--- config.mk ---
export PLATFORM = sky130hd
export DESIGN_NAME = sgt_queue
export DESIGN_NICKNAME = d
export VERILOG_FILES = /design/src/rtl/sgt_pkg.sv /design/src/rtl/sgt_queue.sv
export SDC_FILE = /design/constraint.sdc
export NUM_CORES = 1
export LEC_CHECK = 0
export BUFFER_PORTS_ARGS = -buffer_cell sky130_fd_sc_hd__buf_2
export CAP_MARGIN = 20
export CORE_MARGIN = 2
export CORE_UTILIZATION = 57
export CTS_CLUSTER_SIZE = 14
export DETAILED_ROUTE_END_ITERATION = 7
export GPL_TIMING_DRIVEN = 0
export HOLD_SLACK_MARGIN = 0.1
export PLACE_DENSITY = 0.79
export SYNTH_ARGS = -nofsm -noshare
export SYNTH_HDL_FRONTEND = slang
export SYNTH_SLANG_ARGS = --single-unit
--- constraint.sdc ---
create_clock -name clk -period 3.1 [get_ports clk]
set_input_delay 0.31 -clock clk [delete_from_list [all_inputs] [get_ports clk]]
set_output_delay 0.31 -clock clk [all_outputs]
set_load 0.02 [all_outputs]
--- src/rtl/sgt_pkg.sv ---
// sgt_pkg: shared types, constants and saturation helper for the grid transfer unit
// depends on nothing; used by every module in rtl except sgt_ram
`default_nettype none

package sgt_pkg;

  // coarse vector storage
  localparam int COARSE_ENTRIES = 4096;
  localparam int ADDR_W         = $clog2(COARSE_ENTRIES);

  // front to back queue
  localparam int QUEUE_DEPTH = 4;
  localparam int QPTR_W      = $clog2(QUEUE_DEPTH);
  localparam int QCNT_W      = QPTR_W + 1;

  // weight (17 bits unsigned) times q16.16 value, magnitude below 2^48
  localparam int PROD_W = 49;

  typedef enum logic [1:0] {
    OP_WRITE    = 2'd0,
    OP_PROLONG  = 2'd1,
    OP_RESTRICT = 2'd2,
    OP_READ     = 2'd3
  } opcode_t;

  typedef enum logic {
    KIND_FINE   = 1'b0,
    KIND_COARSE = 1'b1
  } kind_t;

  // incoming transaction
  typedef struct packed {
    logic [1:0]         opcode;
    logic [11:0]        coarse_index;
    logic [16:0]        weight;
    logic signed [31:0] data_value;
    logic               last_of_row;
  } in_item_t;

  // outgoing transaction
  typedef struct packed {
    logic signed [31:0] result_value;
    logic               result_kind;
    logic               saturated;
  } out_item_t;

  // classified item as held in the queue
  typedef struct packed {
    opcode_t            op;
    logic [ADDR_W-1:0]  addr;
    logic               in_range;
    logic               writes;
    logic [16:0]        weight;
    logic signed [31:0] data;
    logic               last;
  } q_entry_t;

  // queue fill status
  typedef struct packed {
    logic [QCNT_W-1:0] count;
    logic              full;
    logic              empty;
  } q_status_t;

  // clip to signed 32 bits, msb of the result flags a clip
  function automatic logic [32:0] sat32(input logic signed [33:0] v);
    logic [32:0] r;
    if (v > 34'sd2147483647) begin
      r = {1'b1, 32'h7FFF_FFFF};
    end else if (v < -34'sd2147483648) begin
      r = {1'b1, 32'h8000_0000};
    end else begin
      r = {1'b0, v[31:0]};
    end
    return r;
  endfunction

endpackage

`default_nettype wire

--- src/rtl/sgt_queue.sv ---
// sgt_queue: short fifo of classified items between front and back
// depends on sgt_pkg
`default_nettype none

module sgt_queue (
  input  wire logic              clk,
  input  wire logic              rst,
  input  wire logic              push,
  input  wire sgt_pkg::q_entry_t entry_in,
  input  wire logic              pop,
  output sgt_pkg::q_entry_t      head,
  output sgt_pkg::q_status_t     status
);

  sgt_pkg::q_entry_t              slots [sgt_pkg::QUEUE_DEPTH];
  logic [sgt_pkg::QPTR_W-1:0]     wr_ptr;
  logic [sgt_pkg::QPTR_W-1:0]     rd_ptr;
  logic [sgt_pkg::QCNT_W-1:0]     count;

  // pointers and fill count
  always_ff @(posedge clk) begin
    if (rst) begin
      wr_ptr <= '0;
      rd_ptr <= '0;
      count  <= '0;
    end else begin
      if (push) begin
        wr_ptr <= wr_ptr + 1'b1;
      end
      if (pop) begin
        rd_ptr <= rd_ptr + 1'b1;
      end
      case ({push, pop})
        2'b10:   count <= count + 1'b1;
        2'b01:   count <= count - 1'b1;
        default: count <= count;
      endcase
    end
  end

  // storage
  always_ff @(posedge clk) begin
    if (push) begin
      slots[wr_ptr] <= entry_in;
    end
  end

  assign head         = slots[rd_ptr];
  assign status.count = count;
  assign status.full  = count == sgt_pkg::QCNT_W'(sgt_pkg::QUEUE_DEPTH);
  assign status.empty = count == '0;

endmodule

`default_nettype wire

# Word level (Yosys, flattened, before mapping)
# Memories as Yosys holds them, arrays and structs flattened. A register that Yosys moved wholly into a read port is not among the register bits.
# Index checks and enable logic that the tools add are counted.
# op_classes
n_addsub	4
n_eq_ne	3
mux	5
n_reduce_logical	2
# op_table
op	n
$pmux 3 s2	1
$add 2x1->2 const B	2
$mux 2	2
$add 3x1->3 const B	1
$eq 3x3->1 const B	1
$logic_not 3->1	1
$sub 3x1->3 const B	1
$eq 2x1->1 const B	1
$eq 2x2->1 const B	1
$mux 1	2
$reduce_bool 2->1	1
# totals
word_cells	18
mem_bits_rw	264
reg_bits	7
inputBits	70
memories	1
output_inout_bits	71
# mem_list
memory	depth	word_bits	read_ports	rd_ports_with_merged_regs	wr	line_no	source
slots	4	66	1	1	1	sgt_queue.sv:15	sgt_pkg::q_entry_t slots [sgt_pkg::QUEUE_DEPTH];

# Longest topological paths before layout
# Gate-level depths: netlist of run 1.
# depth
depth_word	3
ltp_mapped	7
depth_no_buf	7

# Worst setup path after synthesis of run 1
# No wires, ideal clock.
# synth_timing
path_kind	register -> register
startpoint	register wr_ptr[0] in the netlist's numbering
endpoint	memory slots[0][0] in the netlist's numbering (enable)
period_less_slack_ps	2523
t_required_ps	2669
path_buffers	0
slack_ps	577
stages_incl_launch_ff	4
t_arrival_ps	2093
setup_time_ps	431
cell_sequence	dfxtp_1 inv_1 ha_1 and2_1
# synth_lines
item	line_no	source
start, declared	sgt_queue.sv:16	logic [sgt_pkg::QPTR_W-1:0] wr_ptr;
start signal, assigned	sgt_queue.sv:28	wr_ptr <= wr_ptr + 1'b1;
end, declared	sgt_queue.sv:15	
# Straight into the memory's write port.

==> results of run 1 <==
==> per-layer routing <==
layer	part of all wire	global-route usage	wire (um)
met3	0.053	0.0369	936
met1	0.40	0.260	7120
met2	0.52	0.337	9180
met4	0.023	0.0503	400
met5	0	0	0
==> cell families (layout without fill, tap and decap cells) <==
logic type / Yosys count / count (layout) / synth area share
XOR/XNOR: 5 / 5 / 0.00440
AND/OR/NAND/NOR: 16 / 16 / 0.00767
multiplexers: 67 / 67 / 0.150
AO/OA/AOI/OAI: 3 / 3 / 0.00151
buffers and inverters: 21 / 279 / 0.0131
flip-flops: 273 / 273 / 0.815
adder cells (fa/ha/maj): 6 / 6 / 0.00830
==> worst max-delay path: stages, from the launching register on <==
cell     delay, ps
dfxtp_1        390
buf_6          210
buf_6          200
mux4_2         540
buf_2          180
==> final timing paths <==
path / to / slack, ps
max reg2reg: slots[0][13] / 1380
min reg2reg: count[2] / 570
max: head[17] / 730
min: wr_ptr[1] / 130
==> what timing repair did <==
| item | in CTS | in global routing |
|---|---|---|
| hold buffers | 66 | 0 |
| hold endpoints to repair | 264 | 0 |
| setup buffers | 0 | 0 |
==> metrics by stage <==
| stage | instances | power, mW | area [um2] |
|---|---|---|---|
| after global placement | 755 | 5.24 | 10900 |
| final | 874 | 8.18 | 12500 |
| after CTS | 874 | 8.26 | 12500 |
| after global routing | 874 | 8.47 | 12500 |
| after detailed placement | 759 | 5.28 | 11000 |
| after floorplan | 391 | 4.94 | 9950 |
==> area by class of cell <==
class	count	area [um2]
flip-flops and latches	273	8110
fillers	1019	4670
multi-input cells	97	1720
repair buffers	209	1470
clock buffers	33	698
well taps	225	282
plain buffers	15	108
clock inverters	16	100
inverters	6	22.5
==> power groups by stage <==
| stage | Combinational (mW) | Sequential [mW] | Clock (mW) |
|---|---|---|---|
| floorplan | 0.582 | 4.36 | 0 |
| global placement | 0.878 | 4.36 | 0 |
| detailed placement | 0.922 | 4.36 | 0 |
| CTS | 0.995 | 4.28 | 2.99 |
| global route | 1.05 | 4.29 | 3.13 |
| finish | 0.980 | 4.28 | 2.92 |
==> cells in the mapped netlist (2+ instances only) <==
library cell / n / area, um2
nor2_1: 8 / 30.0
inv_1: 6 / 22.5
xnor2_1: 2 / 17.5
buf_4: 2 / 15.0
a21oi_1: 2 / 10.0
edfxtp_1: 264 / 7930
mux4_2: 66 / 1490
and2_1: 4 / 25.0
clkbuf_1: 3 / 11.3
buf_2: 5 / 25.0
dfxtp_1: 9 / 180
ha_1: 5 / 62.6
buf_6: 5 / 56.3
xor2_1: 3 / 26.3
==> registers in the layout, summed over array words and instances (netlist names), named ones only <==
signal  flops
count       3
rd_ptr      2
slots     264
wr_ptr      2
==> results.yml, run 1 <==
run_status:
  status: "finished, final reports clean"
route:
  drc: 0
  vias: 4811
  viasPerCell: 5.50
  dr.pass1.iters: 7
  routed_wirelength_um: 17600
  ant_nets: 0
  drt_iter0_drc: 304
  post_drt_wl_per_cell_um: 20.2
yosys:
  synthFlopType: "edfxtp_1"
  async_reset_ff_frac: 0
  syn_inst: 391
  synthDistinctLibCells: 21
  synth_edf_count: 264
  ys_seq_elements: 273
  synth_sequential_area_ratio: 0.815
  syn_area_um2: 9950
  syn-mean-instance-area_um2: 25.5
  syn_nets: 467
  yosysWarnings: 0
sta:
  fin_skew_ps: 12.8
  max_freq_mhz: 422
  maxSlewHeadroom: 0.566
  hold_slack_ps: 130
  hold_viol_final: 0
  worst_slack_ps: 731
  final.setup.tns_ps: 0
  setup_viol: 0
  period_minus_slack_ps: 2370
  worst_pin_slew_ps: 651
  fin_crit_sh: 0.764
  drv_slew: 0
  rsz0062_at_grt: "false"
finish:
  nets: 705
  antenna-diode-count: 0
  final_util: 0.728
  area_growth_pct: 25.7
  mostFrequentLayoutCells: "edfxtp_1 (264), buf_2 (144), mux4_2 (66), dlygate4sd3_1 (66), clkbuf_16 (27)"
  drive_above_1_share: 0.401
  final_common_cell: "edfxtp_1"
placement:
  gp_congestion: 0.730
  pre_cts_ws_ps: 1230
  io_buffers: 139
  hpwl_um: 10400
clocking:
  cts_max_level: 1
  clk_latency_ps: 520
  cts_tree: "done"
  clockBufferDepth: 3
  path_clk_slew_ps: 60
  cts_root_buf: "clkbuf_16"
  numCtsBuffers: 27
  cts_resized: 0
  cts_sinks: 273
power:
  netSwitchingPower_mw: 1.84
  peakVddDrop_uv: 552
  power_frac_clock: 0.357
  pwr-share-comb: 0.120
  powerDensity_nw_per_um2: 654
  seqPwrFrac: 0.523
  p_int_mw: 6.34
  leakage_nw: 4.32
  switching_share: 0.225
setup_path:
  path_class: "reg2out"
  reg2regPathDepth: 4
  cp-end-kind: "primary output"
  cp.arrival_ps: 2060
  startpoint_type: "flip-flop"
  worstPathMaxFanout: 10
  r2r-start: "wr_ptr[0]"
  worstPathRequired_ps: 2790
floorplan:
  io_pins: 141
  die_h_um: 136
  rows: 48
  die-area_um2: 18500
  start_util: 0.579
  fp.dieW_um: 136
  core_um2: 17200
min_path:
  hold_depth: 2
  hp-start: "rst"
  hp-class: "in2reg"
global_route:
  antenna_found_initial: 0
  grt_max_degree: 44
  grt_pass1_wl_um: 27300
  first_global_vias: 5089
  track_usage: 0.195
  grt_overflow_total: 0
job:
  max_cap_violations: 0
(Power assumes the default switching activity.)
==> inputs of run 2 (changes only) <==
- clock period: 3.1 -> 2.5 ns (I/O delays scaled with it)
==> results.yml, run 2 (synthesis gave the netlist of run 1 again) <==
clocking:
  path_clk_slew_ps: 60
  clk_latency_ps: 510
  cts_max_level: 1
  post-cts-setup-buffers: 0
  numCtsBuffers: 26
  clockBufferDepth: 3
  cts_tree: "done"
  cts_sinks: 273
  cts_root_buf: "clkbuf_16"
  cts_resized: 0
finish:
  area_growth_pct: 26.4
  largest-register: "slots"
  largest_register_ffs: 264
  top_regs: "slots: 264 flops, count: 3 flops"
  mostFrequentLayoutCells: "edfxtp_1 (264), buf_2 (144), dlygate4sd3_1 (69)"
  final_common_cell: "edfxtp_1"
  nets: 707
  drive_above_1_share: 0.401
  final_area_um2: 12600
  fill_cells: 1001
global_route:
  grt_pass1_wl_um: 27800
  first_global_vias: 5155
  antenna_found_initial: 1
  grt_use_met3: 0.0384
  busiest_layer: "met2"
  track_usage: 0.200
  use_met2: 0.352
  grt_max_degree: 47
  grt_use_met1: 0.262
  grt_overflow_total: 0
route:
  vias: 4790
  routed_wirelength_um: 18200
  drc: 0
  viasPerCell: 5.46
  post_drt_wl_per_cell_um: 20.8
  ant_nets: 0
  dr.pass1.iters: 8
  drt_iter0_drc: 288
sta:
  period_minus_slack_ps: 2270
  drv_slew: 0
  worst_slack_ps: 235
  fin_skew_ps: 5.61
  worst_pin_slew_ps: 696
  hold_viol_final: 0
  hold_slack_ps: 122
  maxSlewHeadroom: 0.536
  rsz0062_at_grt: "false"
  max_freq_mhz: 441
  final.setup.tns_ps: 0
  setup_viol: 0
  fin_crit_sh: 0.906
job:
  max_cap_violations: 0
power:
  netSwitchingPower_mw: 2.26
  leakage_nw: 4.36
  switching_share: 0.220
  power_frac_clock: 0.364
  seqPwrFrac: 0.517
  peakVddDrop_uv: 555
  pwr-share-comb: 0.119
  p_int_mw: 8.01
  powerDensity_nw_per_um2: 817
setup_path:
  cp.arrival_ps: 2020
  cpMaxStageDelayCell: "mux4_2"
  crit_end: "head[38]"
  worstPathMaxFanout: 10
  crit_family: "buffers and inverters"
  cp-end-kind: "primary output"
  cp.depth: 4
  worstPathRequired_ps: 2250
  path_buf_inv: 3
  reg2regPathDepth: 4
  path_class: "reg2out"
  crit_top_cell: "buf_6"
  r2r-start: "wr_ptr[0]"
  cp_cell_sequence: "buf_6 -> buf_6 -> mux4_2 -> buf_2"
  r2r-end: "slots[0][44]"
  reg2reg_slack_ps: 810
  crit_path_max_incr_delay_ps: 540
  startpoint_type: "flip-flop"
floorplan:
  rows: 48
  fp.dieW_um: 136
  io_pins: 141
  core_um2: 17200
  die-area_um2: 18500
  die_h_um: 136
  start_util: 0.579
min_path:
  hold_depth: 3
  hp-class: "in2reg"
placement:
  pre_cts_ws_ps: 705
  place_area_um2: 11000
  gp_congestion: 0.737
  io_buffers: 139
  hpwl_um: 10600
run_status:
  status: "finished, final reports clean"
run 2: cell type report:
type,count,area [um2],share of cell area
Clock buffer,39,771,0.0613
Multi-Input combinational cell,97,1720,0.137
Tap cell,225,282,0.0224
Sequential cell,273,8110,0.645
Clock inverter,9,63.8,0.00507
Timing Repair Buffer,212,1500,0.119
Buffer,15,108,0.00856
Antenna cell,1,2.50,0.000199
Inverter,6,22.5,0.00179
run 2: per-layer routing:
layer,wire [um],vias to the layer above
li1,-,2144
met1,7260,2474
met2,9710,151
met3,1000,21
met4,241,0
met5,0,-
run 2: worst min-delay path, stage by stage:
cell	delay (ps)
buf_2	180
xnor2_1	90
nor2_1	70
run 2: power groups by stage:
stage	clock [mW]	combinational (mW)	sequential, mW
after floorplan	0	0.723	5.40
after global placement	0	1.09	5.40
after detailed placement	0	1.15	5.41
after CTS	3.83	1.24	5.31
after global routing	3.99	1.31	5.32
final	3.74	1.22	5.31
run 2: repair_timing:
item	4_1_cts	5_1_grt
hold endpoints to repair	269	0
hold buffers	69	0
endpoints found under the setup margin	0	0
run 2: how the worst min path moves through the flow:
stage,from,to,slack (ps)
2_1_floorplan,entry_in[0],slots[0][0],350
3_3_place_gp,entry_in[18],slots[0][18],460
3_5_place_dp,entry_in[30],slots[1][30],470
4_1_cts,push,wr_ptr[0],110
5_1_grt,push,wr_ptr[0],140
6_report,push,wr_ptr[0],120
run 2: metrics by stage:
stage / power (mW) / std cells / util
6_report: 10.3 / 877 / 0.732
5_1_grt: 10.6 / 877 / 0.732
4_1_cts: 10.4 / 876 / 0.732
3_5_place_dp: 6.55 / 759 / 0.643
3_3_place_gp: 6.49 / 755 / 0.637
2_1_floorplan: 6.12 / 391 / -
